[src/sv/sfid_pkg.sv]
// Shared constants, codes and cell interface types for the smallest-first ID allocator.
package sfid_pkg;

   localparam int ID_W       = 16;
   localparam int FREE_DEPTH = 64;
   localparam int IDX_W      = $clog2(FREE_DEPTH);
   localparam int CNT_W      = $clog2(FREE_DEPTH + 1);
   localparam int MARK_W     = ID_W + 1;

   typedef enum logic [1:0] {
      REQ_ALLOC       = 2'd0,
      REQ_RELEASE     = 2'd1,
      REQ_QUERY       = 2'd2,
      REQ_RELEASE_ALL = 2'd3
   } req_code_type;

   typedef enum logic [1:0] {
      ST_OK        = 2'd0,
      ST_IGNORED   = 2'd1,
      ST_EXHAUSTED = 2'd2,
      ST_FULL      = 2'd3
   } status_type;

   typedef enum logic [1:0] {
      S_IDLE,
      S_EXEC,
      S_TRIM,
      S_SEND
   } state_type;

   typedef struct packed {
      logic              capture;
      logic              shift_left;
      logic              insert;
      logic [ID_W-1:0]   id;
      logic [CNT_W-1:0]  count;
      logic [MARK_W-1:0] mark;
   } cell_cmd_type;

   typedef struct packed {
      logic lt;
      logic eq;
      logic match;
   } cell_flag_type;

endpackage

[src/sv/sfid_cell.sv]
// One free-list cell: holds an entry, compares it against the probe ID and shifts with neighbors.
module sfid_cell
   import sfid_pkg::*;
(
   input  logic                clock,
   input  logic [IDX_W-1:0]    cell_idx,
   input  cell_cmd_type        cmd,
   input  logic [ID_W-1:0]     left_entry,
   input  logic                left_lt,
   input  logic [ID_W-1:0]     right_entry,
   output logic [ID_W-1:0]     entry,
   output cell_flag_type       flags
);

   logic [ID_W-1:0] entry_ff, entry_in;
   cell_flag_type   flags_ff, flags_in;
   logic            occupied;
   logic [MARK_W:0] trail_lhs;
   logic [MARK_W:0] trail_rhs;

   assign occupied = {1'b0, cell_idx} < cmd.count;

   // entry + count - idx + 1 == mark marks the trailing run contiguous with mark - 1
   assign trail_lhs = (MARK_W + 1)'(entry_ff) + (MARK_W + 1)'(cmd.count) + (MARK_W + 1)'(1);
   assign trail_rhs = (MARK_W + 1)'(cmd.mark) + (MARK_W + 1)'(cell_idx);

   always_comb begin
      flags_in.lt    = occupied && (entry_ff < cmd.id);
      flags_in.eq    = occupied && (entry_ff == cmd.id);
      flags_in.match = occupied && (trail_lhs == trail_rhs);
   end

   always_comb begin
      entry_in = entry_ff;
      if (cmd.shift_left) begin
         entry_in = right_entry;
      end else if (cmd.insert && !flags_ff.lt) begin
         entry_in = left_lt ? cmd.id : left_entry;
      end
   end

   always_ff @(posedge clock) begin
      entry_ff <= entry_in;
      if (cmd.capture) begin
         flags_ff <= flags_in;
      end
   end

   assign entry = entry_ff;
   assign flags = flags_ff;

endmodule

[config.mk]
export PLATFORM = sky130hd
export DESIGN_NAME = sfid_cell
export DESIGN_NICKNAME = d
export VERILOG_FILES = /design/src/sv/sfid_pkg.sv /design/src/sv/sfid_cell.sv
export SDC_FILE = /design/constraint.sdc
export NUM_CORES = 1
export LEC_CHECK = 0
export ABC_AREA = 1
export CAP_MARGIN = 20
export CORE_ASPECT_RATIO = 1.1
export CORE_UTILIZATION = 55
export CTS_CLUSTER_SIZE = 28
export DETAILED_ROUTE_END_ITERATION = 10
export DONT_BUFFER_PORTS = 1
export GPL_TIMING_DRIVEN = 1
export PLACE_DENSITY = 0.7
export SKIP_LAST_GASP = 1
export SYNTH_ARGS = -nofsm -noshare
export SYNTH_HDL_FRONTEND = slang
export SYNTH_SLANG_ARGS = --single-unit
[constraint.sdc]
create_clock -name clock -period 3.8 [get_ports clock]
set_clock_uncertainty 0.2 [all_clocks]
set_input_delay 0.57 -clock clock [delete_from_list [all_inputs] [get_ports clock]]
set_output_delay 0.57 -clock clock [all_outputs]
set_load 0.01 [all_outputs]
Word-level counts from Yosys, hierarchy flattened
Cells that the tools add are included.
{"block": "totals", "register_bits": 19, "inputBits": 83, "output_inout_bits": 19, "elab_cells": 20}
{"block": "classes", "addsub": 3, "n_lt_le_gt_ge": 2, "eq_ne": 2, "muxes": 3, "reduce_logical": 6}
{"cell": "two-way mux 16 bit", "n": 3}
{"cell": "adder 17 x 1 -> 18 bit (second input constant)", "n": 1}
{"cell": "adder 17 x 6 -> 18 bit", "n": 1}
{"cell": "== test 18 bit", "n": 1}
{"cell": "adder 16 x 7 -> 17 bit", "n": 1}
{"cell": "== test 16 bit", "n": 1}
{"cell": "less-than comparator 16 bit", "n": 1}
{"cell": "less-than comparator 6 x 7 -> 1 bit", "n": 1}
{"cell": "logical AND 1 bit", "n": 4}
{"cell": "nonzero test 2 bit", "n": 1}
{"cell": "logical NOT 1 bit", "n": 1}

Depth between registers and ports, before layout
Gate-level depths: netlist (run 1).
{"block": "logic_depth", "depth_word": 4, "depth_mapped": 17, "depth_no_buf": 17}

Least setup slack after synthesis (run 1)
No wires, ideal clock.
{"block": "synth_path", "kind": "input port to flip-flop", "start": "input cmd[17] (netlist bit)", "end": "register flags_ff, in the netlist flags[0], data pin", "setup_ns": 0.252, "t_arrival_ns": 2.083, "t_required_ns": 3.348, "setup_slack_ns": 1.265, "cell_stages": 15, "n_path_buf": 0, "cell_sequence": "inv_1 -> ha_1 -> inv_1 -> fa_1 -> nand2_1 -> nand3_1 -> nand3_1 -> nand2_1 -> nand2_1 -> xor2_1 -> inv_1 -> nand2_1 -> nand2_1 -> nand4_1 -> nor2_1"}
{"element": "from (decl)", "line_no": "sfid_cell.sv:7", "text": "input cell_cmd_type cmd,"}
{"element": "to (signal assigned)", "line_no": "sfid_cell.sv:45", "text": "flags_ff <= flags_in;"}
{"element": "to (decl)", "line_no": "sfid_cell.sv:16", "text": "cell_flag_type flags_ff, flags_in;"}

==> impl_metrics.ini, run 1 <==
[run_status]
status = finished, final reports clean

[sta]
relSlewSlack = 0.5887
timing.fmax_mhz = 372.2
fin_setup_tns_ns = 0
worst_pin_slew_ns = 0.6128
hold_viol_final = 0
setup_viol = 0
final.period_utilization = 0.7070
grt_setup_unrepaired = false
fin_crit_ns = 2.687
fin_ws_ns = 1.113
maxSlewViolCount = 0

[finish]
instances_no_fill = 627
area.growth.synth_to_final_pct = 3.887
fillers = 560
drive_above_1_share = 0.03623
num_antenna_cells = 0
nets = 672

[place]
place_inst = 623
post-dp-hpwl_um = 7031
place.gp.congestion = 0.8689
io_buffer_count = 0
post-place-ws_ns = 1.097

[worst_setup_path]
ff2ff_path_depth = 15
worst-path-buf-inv = 3
critical_path.startpoint_type = flip-flop
r2r-start = entry[0]
crit_path_top_delay_cell = edfxtp_1
endpoint_kind = flip-flop
cp-startpoint = entry[0]
crit_arrival_ns = 2.51
cpMostUsedCell = nand2_1
critPathKind = reg2reg
slowest_delay_ns = 0.46
cp_data_required_time_ns = 3.63
path_depth = 15
critPathMaxFanout = 4
critical-path-top-delay-family = simple AND/OR/NAND/NOR gates
rrSetupSlack_ns = 1.11
crit_path_cell_trace = inv_1, ha_1, inv_1, fa_1, nand2_1, nand3_1, nand3_1, nand2_1, nand2_1, xor2_1, inv_1, nand2_1, nand2_1, nand4_1, nor2_1

[routing]
wl_um = 8113
wl_per_cell_um = 12.94
avgViaCountPerCell = 5.314
dr.pass1.iters = 4
drt_iter0_drc = 160
drc_errors = 0
final_antenna_net_count = 0
vias = 3332

[grt]
gr-total-overflow = 0
antenna_found_initial = 0
grt_max_degree = 31
grt_usage = 0.2734
grt_pass1_wl_um = 12810
grt_pass1_vias = 3028

[die]
core_area_um2 = 5500
ios = 102
rows = 28
initial_core_util = 0.5853
die_h_um = 82.24
dieArea_um2 = 6163
fp.dieW_um = 74.95

[synth]
synth_top_area_frac = 0.2414
yosysWarnings = 0
syn-num-nets = 672
synth_area_um2 = 3219
synth_area_per_cell_um2 = 5.822
ys_seq_area_frac = 0.1772
yosys.area.top_type = nand2_1
synth_area_leaders = nand2_1, edfxtp_1, ha_1
synth-seq-cells = 19
synth_cell_types = 31
synthCells = 553

[min_path]
hold_path_depth = 0
hold_path_class = in2reg
hold_start = cmd[42]

[power_and_ir_drop]
p_sw_uw = 356.4
intPower_uw = 478.8
p_leak_nw = 1.894
p_per_area_nw_per_um2 = 249.7
p_comb_frac = 0.468
clkPwrFrac = 0.176
power_frac_seq = 0.355
switching_share = 0.4267
ir_drop_mv = 0.2086

[clock_network]
cts_resized = 0
path_clk_slew_ns = 0.08
cts_tree = done
ctsHoldBuffers = 0
cts_buffers = 3
h-tree-depth = 1
clock_latency_ns = 0.26
clk_path_buf_depth = 2
ctsRootBufferMaster = clkbuf_8
postCtsSetupRepairBufs = 0
cts_sinks = 19

[run]
max_cap_viol_count = 0
[stage by stage]
stage	utilization	hold slack (ns)	cell area, um2	power (mW)
CTS	0.6081	0.2091	3344	0.8359
global route	0.6081	0.1990	3344	0.9168
global placement	0.5996	0.4832	3298	0.6811
detailed placement	0.5996	0.4833	3298	0.6907
floorplan	-	0.4825	3219	0.6130
finish	0.6081	0.2125	3344	0.8352
[state kept, by name, summed over array words and instances (netlist names)]
name	count
entry	16
flags	3
[cell usage in the layout, fill, tap and decap left out, types with 2 or more instances in the layout]
master    Yosys  layout
xor2_1        9       9
buf_4         1       2
nand3_2       3       3
a21oi_2       2       2
nor2_1       36      36
edfxtp_1     19      19
nand4_1       6       6
o21ai_0      32      31
inv_2         2       2
or2_1         4       4
clkbuf_8      0       3
nand3_1      59      59
a21oi_1      20      20
fa_1          2       2
inv_1        91      91
xnor2_1       3       3
nand2_1     207     207
nand3b_1      2       2
ha_1         34      34
nand2_2       4       4
[cells by family after synthesis]
logic type / count (synthesis) / synth area share
xor gates and xnor gates: 12 / 0.03265
DFF: 19 / 0.1772
adders and majority gates: 36 / 0.1446
and+or+nand+nor: 327 / 0.4302
AOI/OAI and AO/OA: 58 / 0.09639
buffers and inverters: 101 / 0.1189
[path summary, 6_finish.rpt]
check	endpoint
min reg2reg	entry[10]
max reg2reg	flags[0]
max	flags[0]
min	flags[2]
[layout make-up]
cell class	count	area [um2]	share of cell area
well taps	75	93.84	0.02806
flip-flops and latches	19	570.5	0.1706
clock inverters	1	5.005	0.001496
multi-input cells	433	2266	0.6775
inverters	94	352.8	0.1055
clock buffers	3	41.29	0.01235
repair buffers	2	15.01	0.004489
[synthesized netlist by cell type (all sizes together)]
cell      n
a211oi    1
a21oi    22
a41oi     1
and3      1
buf       1
clkbuf    6
clkinv    1
edfxtp   19
fa        2
ha       34
inv      93
nand2   211
nand3    62
nand3b    2
nand4     6
nor2     38
nor3      2
nor4      1
o211ai    1
o21ai    32
o311ai    1
or2       4
xnor2     3
xor2      9
[routing by layer]
metal / global-route usage / up-vias / wire, um
met3: 0.04126 / 11 / 455
met1: 0.3244 / 1449 / 3623
met5: 0 / - / 0
met4: 0.08302 / 0 / 129
li1: - / 1768 / -
met2: 0.5018 / 104 / 3903
[power by group through the flow]
stage               Clock, mW  Sequential [mW]  Combinational (mW)
finish                  0.147            0.297               0.391
global route            0.158            0.300               0.459
CTS                     0.148            0.297               0.391
detailed placement          0            0.302               0.389
global placement            0            0.301               0.380
floorplan                   0            0.290               0.323
(Power assumes the default switching activity.)
==> run 2, diff against run 1 <==
- ABC_AREA: 1 -> 0
- PLACE_DENSITY: 0.7 -> 0.73
- clock period: 3.8 -> 2.29 ns (I/O delays scaled with it)
==> impl_metrics.ini, run 2 <==
[finish]
nets = 501
final_common_cell = buf_4
largest_reg_flops = 16
drive_above_1_share = 0.2283
fin_util = 0.7150
final_area_um2 = 3349
area.growth.synth_to_final_pct = 23.48
instances_no_fill = 437
num_antenna_cells = 0
final_cell_mix = buf_4, inv_1, nand2_1

[synth]
yosys-top-cells-count = inv_1, ha_1, nand2_1, o21ai_0
yosysWarnings = 0
synth_edf_count = 19
synth_area_um2 = 2713
synth_cell_types = 45
synth_most_common_cell = inv_1
synth-seq-cells = 19
yosys.area.top_type = edfxtp_1
synth_area_leaders = edfxtp_1, ha_1, mux2i_1
synth-async-reset-ratio = 0
synth_area_per_cell_um2 = 8.503
ys.flop_type = edfxtp_1
syn-num-nets = 438
ys_seq_area_frac = 0.2103
synthCells = 319
synth_top_area_frac = 0.2103

[place]
dpl-instance-area_um2 = 3234
place.gp.congestion = 0.9467
place_inst = 429
post-dp-hpwl_um = 5864
post-place-ws_ns = -0.5680
io_buffer_count = 0

[sta]
maxSlewViolCount = 0
fin_ws_ns = -0.5717
hold_viol_final = 0
timing.fmax_mhz = 349.4
worst_pin_slew_ns = 0.6563
fin_setup_tns_ns = -0.8645
fin_crit_ns = 2.862
final.period_utilization = 1.250
setup_viol = 2
grt_setup_unrepaired = true
relSlewSlack = 0.5625

[die]
fp.dieW_um = 68.96
die_h_um = 75.66
rows = 26
core_area_um2 = 4684
initial_core_util = 0.5791
ios = 102
dieArea_um2 = 5217

[run_status]
status = finished with violations
violations = setup timing

[worst_setup_path]
timing.rr.end = flags[0]
cp-startpoint = entry[0]
endpoint_kind = flip-flop
endpoint = flags[0]
rrSetupSlack_ns = -0.57
critical_path.startpoint_type = flip-flop
critPathMaxFanout = 2
r2r-start = entry[0]
critPathKind = reg2reg
crit_arrival_ns = 2.75
cp_data_required_time_ns = 2.17
ff2ff_path_depth = 13

[min_path]
hold_path_class = in2reg

[clock_network]
path_clk_slew_ns = 0.07
clk_path_buf_depth = 2
cts_buffers = 3
cts_tree = done
cts_sinks = 19
ctsRootBufferMaster = clkbuf_8
clock_latency_ns = 0.26
h-tree-depth = 1

[grt]
grt_usage = 0.2690
gr-total-overflow = 0
antenna_found_initial = 0
grt_max_degree = 34
grt_pass1_vias = 2506
grt_pass1_wl_um = 10430

[run]
max_cap_viol_count = 0

[routing]
final_antenna_net_count = 0
avgViaCountPerCell = 5.856
wl_per_cell_um = 15.63
drc_errors = 0
wl_um = 6829
dr.pass1.iters = 4
vias = 2559
drt_iter0_drc = 101

[power_and_ir_drop]
p_leak_nw = 1.554
p_per_area_nw_per_um2 = 447.9
ir_drop_mv = 0.5421
==> run 2: worst min-delay path by stage <==
stage | startpoint | endpoint | slack [ns] | cells after the start
after floorplan | cmd[42] | flags[0] | 0.26 | 0
after global placement | cmd[42] | flags[0] | 0.26 | 0
after detailed placement | cmd[42] | flags[0] | 0.26 | 0
after CTS | cmd[41] | entry[9] | 0.08 | 2
after global routing | cmd[41] | entry[6] | 0.08 | 2
final | cmd[41] | entry[6] | 0.08 | 2
==> run 2: worst max-delay path, cell delays in order, from the launching register on <==
cell	delay [ns]
edfxtp_1	0.40
inv_2	0.08
ha_1	0.15
inv_1	0.06
fa_2	0.35
a211oi_2	0.23
buf_4	0.15
o21bai_1	0.06
a21oi_1	0.16
xor2_1	0.18
xnor2_1	0.13
nand4_1	0.14
a211oi_2	0.16
nor4bb_2	0.22
==> run 2: report_power, final <==
part	leakage (nW)	switching (mW)	internal, mW
sequential	0.193	0.0346	0.426
clock	0.0228	0.116	0.124
combinational	1.34	0.381	0.418
==> run 2: kinds of logic after synthesis <==
family	share of synthesized area
buffers and inverters	0.05535
xor gates and xnor gates	0.1287
AOI/OAI and AO/OA	0.2094
and+or+nand+nor	0.1545
muxes	0.07011
adders and majority gates	0.1716
DFF	0.2103
==> run 2: layout make-up <==
type	instances	area, um2
Multi-Input combinational cell	260	2049
Fill cell	392	1335
Inverter	35	131.4
Clock buffer	4	45.04
Tap cell	56	70.07
Sequential cell	19	570.5
Timing Repair Buffer	63	483.0
==> run 2: stage by stage <==
stage | hold slack, ns | power (mW)
4_1_cts | 0.07508 | 1.498
3_5_place_dp | 0.2567 | 1.237
5_1_grt | 0.08128 | 1.604
6_report | 0.07989 | 1.500
2_1_floorplan | 0.2560 | 0.9834
3_3_place_gp | 0.2567 | 1.215
==> run 2: repair_timing <==
action | 4_1_cts | 5_1_grt
hold buffers | 1 | 0
gates resized for setup | 5 | 2
hold endpoints to repair | 3 | 0
pin swaps | 9 | 3
endpoints found under the setup margin | 2 | 2
buffers inserted | 3 | 0
==> run 2: layer usage <==
metal / GRT usage / vias up / wire length (um)
met5: 0 / - / 0
met4: 0.08163 / 0 / 125
met3: 0.04192 / 13 / 443
met2: 0.4898 / 100 / 3435
met1: 0.3209 / 1163 / 2825
li1: - / 1283 / -
